**src/sv/cmdtok_pkg.sv**
```systemverilog
`default_nettype none

package cmdtok_pkg;

  // Line and argument limits
  localparam int MAX_ARGS = 16;
  localparam int MAX_LINE = 256;

  // Field widths of the item formats
  localparam int CHAR_W    = 8;
  localparam int ROLE_W    = 3;
  localparam int ARG_NUM_W = 4;
  localparam int CMD_NUM_W = 8;
  localparam int ARG_CNT_W = 5;
  localparam int POS_W     = 8;

  localparam logic [ARG_CNT_W-1:0] ARG_LIMIT = ARG_CNT_W'(MAX_ARGS);
  localparam logic [POS_W-1:0]     POS_LAST  = POS_W'(MAX_LINE - 1);
  localparam logic [CMD_NUM_W-1:0] CMD_MAX   = '1;

  // Character codes
  localparam logic [CHAR_W-1:0] CH_SPACE  = 8'h20;
  localparam logic [CHAR_W-1:0] CH_TAB    = 8'h09;
  localparam logic [CHAR_W-1:0] CH_SEMI   = 8'h3B;
  localparam logic [CHAR_W-1:0] CH_QUOTE  = 8'h27;
  localparam logic [CHAR_W-1:0] CH_BSLASH = 8'h5C;

  // Role codes
  localparam logic [ROLE_W-1:0] ROLE_BLANK = 3'd0;
  localparam logic [ROLE_W-1:0] ROLE_START = 3'd1;
  localparam logic [ROLE_W-1:0] ROLE_CONT  = 3'd2;
  localparam logic [ROLE_W-1:0] ROLE_SEP   = 3'd3;
  localparam logic [ROLE_W-1:0] ROLE_DROP  = 3'd4;

  typedef struct packed {
    logic [CHAR_W-1:0] char_in;
    logic              end_of_line;
  } in_item_t;

  typedef struct packed {
    logic [ROLE_W-1:0]    role;
    logic [ARG_NUM_W-1:0] arg_number;
    logic [CMD_NUM_W-1:0] command_number;
    logic                 command_done;
    logic [ARG_CNT_W-1:0] command_args;
    logic                 too_long;
    logic                 last;
  } out_item_t;

endpackage

`default_nettype wire

```
**src/sv/command_line_tokenizer.sv**
```systemverilog
// Command line tokenizer: labels a command line one character per item.
// Input channel (in_valid / in_stall / in_item): one character and an
// end-of-line mark per item. Result channel (out_valid / out_stall /
// out_item): one labeled result per accepted item, in order, giving the
// character's role, argument and command index, command-end report with
// argument count, the too-long flag and a copy of the end-of-line mark.
// Path: an accepted item enters the input register, is labeled from there,
// and its label is registered in the result register that drives out_.
// Throughput: one item per cycle while out_stall is low; the per-character
// update of the line state (quote, escape, argument and command counters,
// position) is short logic between the input and the result register.
// Stall: while out_stall holds a result, the input register keeps its item
// and in_stall rises only when that register is full and cannot advance;
// up to two items are held inside, none lost or repeated.
// Reset: synchronous, active low; clears both valid bits and returns the
// line state to the start of a fresh line. An item marked end_of_line also
// returns the line state to that start once it is labeled.
`default_nettype none

module command_line_tokenizer (
  input  wire logic                  clk,
  input  wire logic                  rst_n,
  input  wire logic                  in_valid,
  output logic                       in_stall,
  input  wire cmdtok_pkg::in_item_t  in_item,
  output logic                       out_valid,
  input  wire logic                  out_stall,
  output cmdtok_pkg::out_item_t      out_item
);
  import cmdtok_pkg::*;

  // Input register stage
  logic     s1_valid_r, s1_valid_nxt;
  in_item_t s1_item_r;

  // Result register stage
  logic      out_valid_r, out_valid_nxt;
  out_item_t out_item_r, out_item_nxt;

  // Line state
  logic                 quotes_r, quotes_nxt;
  logic                 prev_bs_r, prev_bs_nxt;
  logic                 at_start_r, at_start_nxt;
  logic                 in_arg_r, in_arg_nxt;
  logic [ARG_CNT_W-1:0] arg_cnt_r, arg_cnt_nxt;
  logic                 limit_r, limit_nxt;
  logic [CMD_NUM_W-1:0] cmd_cnt_r, cmd_cnt_nxt;
  logic [POS_W-1:0]     pos_r, pos_nxt;

  logic              advance;
  logic [CHAR_W-1:0] ch;
  logic              is_blank;
  logic              quotes_tgl;
  logic              is_sep;

  // Move the held item on when the result register is empty or being taken
  assign advance  = s1_valid_r && (!out_valid_r || !out_stall);
  assign in_stall = s1_valid_r && !advance;

  assign out_valid = out_valid_r;
  assign out_item  = out_item_r;

  always_comb begin
    s1_valid_nxt = in_stall ? 1'b1 : in_valid;
    if (advance) begin
      out_valid_nxt = 1'b1;
    end else if (!out_stall) begin
      out_valid_nxt = 1'b0;
    end else begin
      out_valid_nxt = out_valid_r;
    end
  end

  // Per-character labeling and state update
  always_comb begin
    ch         = s1_item_r.char_in;
    is_blank   = (ch == CH_SPACE) || (ch == CH_TAB);
    quotes_tgl = quotes_r ^ ((ch == CH_QUOTE) && !prev_bs_r);
    is_sep     = !quotes_tgl && (ch == CH_SEMI) && !at_start_r && !prev_bs_r;

    quotes_nxt   = quotes_tgl;
    prev_bs_nxt  = prev_bs_r;
    at_start_nxt = at_start_r;
    in_arg_nxt   = in_arg_r;
    arg_cnt_nxt  = arg_cnt_r;
    limit_nxt    = limit_r;
    cmd_cnt_nxt  = cmd_cnt_r;
    pos_nxt      = (pos_r != POS_LAST) ? pos_r + 1'b1 : pos_r;

    out_item_nxt                = '0;
    out_item_nxt.command_number = cmd_cnt_r;
    out_item_nxt.too_long       = (pos_r == POS_LAST);
    out_item_nxt.last           = s1_item_r.end_of_line;

    if (is_sep) begin
      // Close the command and begin a fresh one
      out_item_nxt.role         = ROLE_SEP;
      out_item_nxt.command_done = 1'b1;
      out_item_nxt.command_args = arg_cnt_r;
      if (cmd_cnt_r != CMD_MAX) begin
        cmd_cnt_nxt = cmd_cnt_r + 1'b1;
      end
      quotes_nxt   = 1'b0;
      prev_bs_nxt  = 1'b0;
      at_start_nxt = 1'b1;
      in_arg_nxt   = 1'b0;
      arg_cnt_nxt  = '0;
      limit_nxt    = 1'b0;
    end else begin
      if (is_blank) begin
        out_item_nxt.role = limit_r ? ROLE_DROP : ROLE_BLANK;
        if (in_arg_r) begin
          in_arg_nxt = 1'b0;
          if (arg_cnt_r >= ARG_LIMIT) begin
            limit_nxt = 1'b1;
          end
        end
      end else if (limit_r) begin
        out_item_nxt.role = ROLE_DROP;
      end else if (in_arg_r) begin
        out_item_nxt.role       = ROLE_CONT;
        out_item_nxt.arg_number = ARG_NUM_W'(arg_cnt_r - 1'b1);
      end else begin
        out_item_nxt.role       = ROLE_START;
        out_item_nxt.arg_number = ARG_NUM_W'(arg_cnt_r);
        arg_cnt_nxt             = arg_cnt_r + 1'b1;
        in_arg_nxt              = 1'b1;
      end
      at_start_nxt = 1'b0;
      prev_bs_nxt  = (ch == CH_BSLASH);
      if (s1_item_r.end_of_line) begin
        out_item_nxt.command_done = 1'b1;
        out_item_nxt.command_args = arg_cnt_nxt;
      end
    end

    // Drop all line state after the last character
    if (s1_item_r.end_of_line) begin
      quotes_nxt   = 1'b0;
      prev_bs_nxt  = 1'b0;
      at_start_nxt = 1'b1;
      in_arg_nxt   = 1'b0;
      arg_cnt_nxt  = '0;
      limit_nxt    = 1'b0;
      cmd_cnt_nxt  = '0;
      pos_nxt      = '0;
    end
  end

  always_ff @(posedge clk) begin
    if (!rst_n) begin
      s1_valid_r  <= 1'b0;
      out_valid_r <= 1'b0;
      quotes_r    <= 1'b0;
      prev_bs_r   <= 1'b0;
      at_start_r  <= 1'b1;
      in_arg_r    <= 1'b0;
      arg_cnt_r   <= '0;
      limit_r     <= 1'b0;
      cmd_cnt_r   <= '0;
      pos_r       <= '0;
    end else begin
      s1_valid_r  <= s1_valid_nxt;
      out_valid_r <= out_valid_nxt;
      if (advance) begin
        quotes_r   <= quotes_nxt;
        prev_bs_r  <= prev_bs_nxt;
        at_start_r <= at_start_nxt;
        in_arg_r   <= in_arg_nxt;
        arg_cnt_r  <= arg_cnt_nxt;
        limit_r    <= limit_nxt;
        cmd_cnt_r  <= cmd_cnt_nxt;
        pos_r      <= pos_nxt;
      end
    end
  end

  // Payload registers: load on accept, hold otherwise
  always_ff @(posedge clk) begin
    if (in_valid && !in_stall) begin
      s1_item_r <= in_item;
    end
    if (advance) begin
      out_item_r <= out_item_nxt;
    end
  end

  // Argument count never runs past the limit
  assert property (@(posedge clk) disable iff (!rst_n)
    arg_cnt_r <= ARG_LIMIT)
    else $error("argument count beyond limit");

  // A result that ends no command reports no argument count
  assert property (@(posedge clk) disable iff (!rst_n)
    (out_valid_r && !out_item_r.command_done) |-> (out_item_r.command_args == '0))
    else $error("argument count without command end");

  // A separator always ends a command
  assert property (@(posedge clk) disable iff (!rst_n)
    (out_valid_r && (out_item_r.role == ROLE_SEP)) |-> out_item_r.command_done)
    else $error("separator without command end");

  // The last character of a line leaves a fresh line state
  assert property (@(posedge clk) disable iff (!rst_n)
    (advance && s1_item_r.end_of_line) |=>
      (pos_r == '0 && cmd_cnt_r == '0 && at_start_r && !limit_r))
    else $error("line state not cleared after line end");

endmodule

`default_nettype wire

```
**config.mk**
```make
export PLATFORM = sky130hd
export DESIGN_NAME = command_line_tokenizer
export DESIGN_NICKNAME = d
export VERILOG_FILES = /design/src/sv/cmdtok_pkg.sv /design/src/sv/command_line_tokenizer.sv
export SDC_FILE = /design/constraint.sdc
export NUM_CORES = 1
export LEC_CHECK = 0
export ABC_AREA = 1
export BUFFER_PORTS_ARGS = -buffer_cell sky130_fd_sc_hd__buf_2
export CORE_UTILIZATION = 40
export CTS_CLUSTER_SIZE = 40
export DETAILED_ROUTE_END_ITERATION = 16
export SLEW_MARGIN = 15
export SYNTH_ARGS = -nofsm -noshare
export SYNTH_HDL_FRONTEND = slang
export SYNTH_SLANG_ARGS = --single-unit
```
**constraint.sdc**
```tcl
create_clock -name clk -period 5.25 [get_ports clk]
set_clock_uncertainty 0.2 [all_clocks]
set_input_delay 0.2625 -clock clk [delete_from_list [all_inputs] [get_ports clk]]
set_output_delay 0.2625 -clock clk [all_outputs]
set_load 0.01 [all_outputs]
```
After elaboration in Yosys (flattened, before gate mapping)
Cells that the tools add are included.
{ "word_totals": {"output_inout_bits": 25, "wordCells": 96, "in_bits": 13, "ff_bits": 60} }
{ "op_classes": {"addsub": 4, "n_mux": 34, "bitwise_logic": 1, "eq_ne": 10, "n_lt_le_gt_ge": 1, "n_reduce_logical": 27} }
{ "ops": {"columns": ["cell", "count"], "rows": [
  ["8-bit two-way mux", 5],
  ["5-bit two-way mux", 6],
  ["8-bit by 6-bit == test with 1-bit output (second input constant)", 3],
  ["1-bit two-way mux", 18],
  ["8-bit by 1-bit adder with 8-bit output (second input constant)", 2],
  ["8-bit != test (second input constant)", 2],
  ["6-bit two-way mux", 2],
  ["3-bit two-way mux", 3],
  ["3-bit nonzero test", 3],
  ["8-bit by 4-bit == test with 1-bit output (second input constant)", 1],
  ["8-bit by 7-bit == test with 1-bit output (second input constant)", 1],
  ["8-bit == test (second input constant)", 1],
  ["1-bit logical AND", 7],
  ["1-bit zero test", 7],
  ["2-bit nonzero test", 3],
  ["5-bit by 1-bit adder with 5-bit output (second input constant)", 1],
  ["5-bit greater-or-equal comparator (second input constant)", 1],
  ["4-bit by 2-bit != test with 1-bit output (second input constant)", 1],
  ["2-bit AND reduction", 2],
  ["4-bit AND reduction", 1],
  ["4-bit by 1-bit subtractor with 4-bit output (second input constant)", 1],
  ["3-bit AND reduction", 1],
  ["3-bit OR reduction", 1],
  ["1-bit logical OR", 2],
  ["other kinds (2)", 2]
]} }

Depth between registers and ports, before layout
Gate-level depths: netlist of run 1.
{ "depth": {"ltp_word": 9, "mapped_depth": 12, "mapped_depth_nobuf": 12} }

Worst setup path after synthesis of run 1
No wires, ideal clock.
{ "synth_timing": {"path_kind": "register -> register", "from": "register out_valid_r (netlist: out_valid)", "to": "register quotes_r", "n_path_buf": 1, "setup_slack_ns": 3.082, "stages_incl_launch_ff": 8, "arrival_time_ns": 1.848, "setup_time_ns": 0.120, "required_time_ns": 4.930, "period_less_slack_ns": 2.168, "path_cell_list": "dfxtp_1 > nand2_1 > inv_1 > nor2_4 > clkbuf_1 > nand3_1 > o211ai_1 > inv_1"} }
{ "synth_between": {"elab_chain_len": 3} }
{ "synth_rtl": {"columns": ["item", "line", "text"], "rows": [
  ["start: declaration", "command_line_tokenizer.sv:37", "logic out_valid_r, out_valid_nxt;"],
  ["start signal: assignment", "command_line_tokenizer.sv:164", "out_valid_r <= out_valid_nxt;"],
  ["1-bit zero test", "command_line_tokenizer.sv:57", "assign advance = s1_valid_r && (!out_valid_r || !out_stall);"],
  ["1-bit logical OR", "command_line_tokenizer.sv:57", null],
  ["1-bit logical AND", "command_line_tokenizer.sv:57", null],
  ["via advance", "command_line_tokenizer.sv:50", "logic advance;"],
  ["end signal: assignment", "command_line_tokenizer.sv:166", "quotes_r <= quotes_nxt;"],
  ["end: declaration", "command_line_tokenizer.sv:41", "logic quotes_r, quotes_nxt;"]
]} }
The timed path passes the listed nets, and every way through them passes these cells.
A chain may end at the register's enable or synchronous reset.

Worst setup path after layout of run 1
{ "layout_timing": {"from": "register out_valid_r (netlist: out_valid)", "to": "register arg_cnt_r[2]"} }
{ "layout_between": {"elab_chain_len": 3} }
{ "layout_rtl": {"columns": ["item", "line", "text"], "rows": [
  ["1-bit zero test", "command_line_tokenizer.sv:57", null],
  ["1-bit logical OR", "command_line_tokenizer.sv:57", null],
  ["1-bit logical AND", "command_line_tokenizer.sv:57", null],
  ["end signal: assignment", "command_line_tokenizer.sv:170", "arg_cnt_r <= arg_cnt_nxt;"],
  ["end: declaration", "command_line_tokenizer.sv:45", "logic [ARG_CNT_W-1:0] arg_cnt_r, arg_cnt_nxt;"]
]} }
No other way between the ends.

==> impl_metrics.ini, run 1 <==
[synthesis]
yosys.area.top_type = edfxtp_1
yosys_warnings = 0
synth-seq-cells = 60
synth_fp_nets = 368
synthArstFlopShare_pct = 0
ys_seq_area_share_pct = 53.3
synth_most_common_cell = nand2_1
yosys-top-cells-area = edfxtp_1 (34%), dfxtp_1 (20%), nand2_1 (12%)
synth_edf_count = 32
synth_area_mm2 = 0.00286
synth_common_cells = nand2_1 (95), inv_1 (45), nor2_1 (41)
synth_top_area_share_pct = 33.6
synth_cell_types = 32
avgSynthCellArea_um2 = 8.14
synth_top_flop_cell = edfxtp_1
synthCells = 351

[clock_tree]
post_cts_buffers = 0
clock_latency_ns = 0.34
cts_tree = built
path_clk_slew_ns = 0.07
cts_sinks = 60
numCtsBuffers = 9
cts_htree_levels = 3
root_buffer = clkbuf_8
max-clock-path-buffers = 2

[critical_path]
crit_path_cell_trace = nand2_1, inv_1, nor2_4, inv_1, nor2_1, nand2_1, inv_2, nand3_1, a21oi_1
worstPathRequired_ns = 5.30
crit_path_start_kind = flip-flop
worstSetupPathType = flip-flop to flip-flop
critPathCaptureType = flip-flop
arrival_ns = 2.52
critical-path-max-stage-delay_ns = 0.77
cp_max_fo = 39
crit_slowest_cell = nor2_4

[global_route]
antenna_found_initial = 0
grt_pass1_wl_um = 9710
grt_pass1_vias = 2129
global_route.usage.total_pct = 17.2
grt_max_degree = 40
grt_overflow_total = 0

[drt]
dr.pass1.iters = 4
final_antenna_net_count = 0
drt_first_iter_violations = 156
route.detailed.drc = 0
vias = 2406
routed_wl_um = 5800
vias_per_cell = 4.76
wl_per_cell_um = 11.5

[die]
dieArea_mm2 = 0.00748
die_h_um = 86.5
initial_core_util_pct = 41.8
pin_count = 38
die_x_um = 86.5
core_mm2 = 0.00683
rows = 30

[finish]
synthToLayoutAreaGrowth_pct = 21.6
fin_nets = 421
drive_gt1_share_pct = 15.4
n_antenna_cell = 0

[pwr]
vdd_drop_max_mv = 0.182
powerDensity_mw_per_mm2 = 318
p_leak_nw = 1.48

[placed_design]
portBuffers = 37
post-place-ws_ns = 2.73
hpwl_um = 4000
finalWeightedCongestion = 0.960

[timing]
fmax_mhz = 405
hold_viol_final = 0
setup_violations = 0
rsz0062_at_grt = no
fin_ws_ns = 2.78
finalCritPeriodShare_pct = 47.0
setup_tns_ns = 0
min_period_ns = 2.47
tightestPinTransition_ns = 1.03
maxSlewHeadroom_pct = 31.0
slew_viol_final = 0

[job]
drv_cap = 0

[worst_hold_path]
hp-class = input pin to flip-flop

[status]
outcome = finished, final reports clean
==> final timing paths <==
path,slack (ns),cells past startpoint,startpoint,to
min,0.07,3,out_stall,out_valid
max reg2reg,2.78,9,out_valid,arg_cnt_r[2]
min reg2reg,0.26,2,pos_r[2],pos_r[2]
max,2.78,9,out_valid,arg_cnt_r[2]
==> repair_timing <==
item / CTS / global route
endpoints found under the hold margin: 10 / 0
gates resized for setup: 0 / 0
hold buffers: 10 / 0
==> layer usage <==
layer | part of all wire [%] | vias to the layer above | GRT usage, %
met1 | 48 | 1072 | 21.9
met3 | 4.9 | 14 | 4.10
met5 | 0 | - | 0
li1 | - | 1265 | -
met4 | 2.7 | 0 | 10.5
met2 | 44 | 55 | 26.3
==> cell usage in the layout, fill, tap and decap left out, types with 2 or more instances in the layout <==
master         count
a21oi_1           20
buf_2             37
bufinv_16          2
clkbuf_8           9
clkinv_1           2
dfxtp_1           28
dlygate4sd3_1     10
edfxtp_1          32
ha_1               4
inv_1             45
inv_2              2
nand2_1           95
nand2_2            2
nand3_1           26
nand4_1           10
nor2_1            41
nor2_2             2
nor3_1             4
o211ai_1           2
o21a_1             2
o21ai_0           12
o21bai_1           2
o22ai_1            4
==> critical path, delay by kind of cell (launching register included) <==
| family | cells | cell delay [ns] |
|---|---|---|
| AND/OR/NAND/NOR | 5 | 1.23 |
| buffers and inverters | 3 | 0.49 |
| flip-flops | 1 | 0.31 |
| AO/OA/AOI/OAI | 1 | 0.14 |
==> cells by family after synthesis <==
kind of cell / after synthesis / synth area share [%]
and+or+nand+nor: 187 / 28.6
DFF: 60 / 53.3
xor gates and xnor gates: 2 / 0.613
AOI/OAI and AO/OA: 44 / 8.45
adders and majority gates: 4 / 1.75
buffers and inverters: 54 / 7.27
==> metrics by stage <==
| stage | power, mW | cells | cell area [µm²] | util [%] | hold WS [ns] |
|---|---|---|---|---|---|
| CTS | 1.11 | 505 | 3470 | 50.8 | 0.0552 |
| detailed placement | 0.622 | 479 | 3140 | 45.9 | 0.241 |
| finish | 1.10 | 505 | 3470 | 50.8 | 0.0668 |
| floorplan | 0.594 | 351 | 2860 | - | 0.161 |
| global placement | 0.619 | 479 | 3140 | 45.9 | 0.240 |
| global route | 1.15 | 505 | 3470 | 50.8 | 0.0805 |
==> registers in the layout, indices dropped and copies added, names as in the netlist <==
signal / flops
arg_cnt_r: 5
at_start_r: 1
ch: 8
cmd_cnt_r: 8
in_arg_r: 1
limit_r: 1
out_item: 23
out_item_nxt: 1
out_valid: 1
pos_r: 8
prev_bs_r: 1
quotes_r: 1
s1_valid_r: 1
==> where the power goes <==
group	leakage [nW]	total [mW]	internal, mW	switching [mW]
sequential	0.536	0.529	0.515	0.0134
combinational	0.831	0.0872	0.0331	0.0541
clock	0.115	0.487	0.297	0.190
total	1.48	1.10	0.846	0.257
==> layout make-up <==
class / count / area [µm²]
Fill cell: 666 / 3360
Multi-Input combinational cell: 237 / 1130
Clock inverter: 5 / 81.3
Timing Repair Buffer: 47 / 285
Sequential cell: 60 / 1520
Tap cell: 96 / 120
Inverter: 49 / 184
Clock buffer: 11 / 153
(Power assumes the default switching activity.)
==> run 2: changes to the inputs <==
==> constraint.sdc (replaced) <==
create_clock -name clk -period 2.4 [get_ports clk]
set_clock_uncertainty 0.2 [all_clocks]
set_input_delay 0.12 -clock clk [delete_from_list [all_inputs] [get_ports clk]]
set_output_delay 0.12 -clock clk [all_outputs]
set_load 0.01 [all_outputs]
==> run 2 against run 1 <==
Compared with the run above: sequential power grew 120%; final cell count rose by 0.99%; non-clock buffer count increased by 5; total power rose by 93%; clock power is 59% higher; critical path type unchanged; critical endpoint is now cmd_cnt_r[0].
==> impl_metrics.ini, run 2 (synthesized netlist as in run 1, its figures left out) <==
[global_route]
grt_pass1_wl_um = 9950
grt_max_degree = 32
grt_pass1_vias = 2241
grt_overflow_total = 0
antenna_found_initial = 0
global_route.usage.total_pct = 17.3

[status]
outcome = finished, final reports clean

[critical_path]
worstPathRequired_ns = 2.43
arrival_ns = 2.10
critPathCaptureType = flip-flop
crit_path_start_kind = flip-flop
crit_slowest_cell = edfxtp_1
crit_path_cell_trace = inv_2, nand2_1, nor2_2, nand2_1, nand2_2, nand3_2, nand2_4, nand3_4, a21oi_1, nor2_1
rr_worst_depth = 10
worstSetupPathType = flip-flop to flip-flop
cp_max_fo = 13
critical-path-max-stage-delay_ns = 0.46
cpMostUsedCell = nand2_1

[drt]
dr.pass1.iters = 4
vias_per_cell = 4.74
vias = 2417
final_antenna_net_count = 0
route.detailed.drc = 0
drt_first_iter_violations = 132
wl_per_cell_um = 11.4
routed_wl_um = 5790

[timing]
setup_tns_ns = 0
setup_violations = 0
slew_viol_final = 0
rsz0062_at_grt = no
maxSlewHeadroom_pct = 64.1
finalCritPeriodShare_pct = 86.2
tightestPinTransition_ns = 0.537
min_period_ns = 2.07
whs_ns = 0.261
hold_viol_final = 0
fmax_mhz = 483
fin_ws_ns = 0.330

[placed_design]
hpwl_um = 4080
finalWeightedCongestion = 0.906
dpl_cell_area_mm2 = 0.00315
portBuffers = 37
post-place-ws_ns = 0.344
place_inst = 481

[worst_hold_path]
hp-class = flip-flop to flip-flop
hold_depth = 2

[finish]
layout_commonest_cell = nand2_1
n_antenna_cell = 0
finalInstanceArea_mm2 = 0.00345
fin_nets = 426
final_cell_mix = nand2_1 (95), inv_1 (45), nor2_1 (41)
largest_register_ffs = 23
drive_gt1_share_pct = 15.0
fin_cells = 510
synthToLayoutAreaGrowth_pct = 20.6
fin_util_pct = 50.4

[die]
dieArea_mm2 = 0.00748
die_h_um = 86.5
initial_core_util_pct = 41.8
pin_count = 38
core_mm2 = 0.00683
rows = 30
die_x_um = 86.5

[pwr]
p_int_mw = 1.60
vdd_drop_max_mv = 0.295
powerDensity_mw_per_mm2 = 618
pwr-share-comb_pct = 9.5
switching_power_mw = 0.528
p_leak_nw = 1.48
pwr-share-clk_pct = 36.4
p_sw_share_pct = 24.8
seqPwrFrac_pct = 54.2
totalPowerFinal_mw = 2.13

[clock_tree]
cts_tree = built
cts_sinks = 60
root_buffer = clkbuf_8
numCtsBuffers = 9
max-clock-path-buffers = 2
path_clk_slew_ns = 0.07
clock_latency_ns = 0.34
cts_htree_levels = 3

[job]
drv_cap = 0
==> run 2: changes by cell type in the layout (fill, tap and decap cells not counted), sizes merged <==
cell	before	now
inv	48	47
clkinv	3	5
buf	37	39
bufinv	2	0
dlygate4sd3	10	13
clkinvlp	1	0
clkbuf	11	13
==> run 2: cell type report <==
type,instances,area (µm²)
clock buffers,13,149
repair buffers,52,330
clock inverters,3,13.8
flip-flops and latches,60,1520
inverters,49,184
multi-input cells,237,1130
fillers,693,3390
well taps,96,120
==> run 2: final timing paths <==
kind | from | to | slack [ns]
max | ch[4] | cmd_cnt_r[0] | 0.33
min | pos_r[2] | pos_r[2] | 0.26
max reg2reg | ch[4] | cmd_cnt_r[0] | 0.33
min reg2reg | pos_r[2] | pos_r[2] | 0.26
==> run 2: power by group through the flow <==
| stage | clock (mW) | sequential, mW | combinational (mW) |
|---|---|---|---|
| detailed placement | 0 | 1.18 | 0.186 |
| CTS | 0.795 | 1.15 | 0.203 |
| global route | 0.843 | 1.16 | 0.230 |
| finish | 0.775 | 1.15 | 0.202 |
| floorplan | 0 | 1.18 | 0.119 |
| global placement | 0 | 1.17 | 0.184 |
==> run 2: metal layers <==
metal	global-route usage [%]	vias up	part of all wire, %
li1	-	1268	-
met1	22.6	1083	47
met2	27.6	56	46
met3	3.14	10	4.6
met4	8.79	0	2.1
met5	0	-	0
==> run 2: critical path, delay by kind of cell (launching register included) <==
kind,cells,cell delay (ns)
simple gates,8,1.03
buf+inv,1,0.09
flops,1,0.46
compound gates,1,0.17
==> run 2: what timing repair did <==
action | CTS | global route
setup buffers | 0 | 0
resized for setup | 0 | 0
endpoints found under the hold margin | 22 | 0
hold buffers | 13 | 0
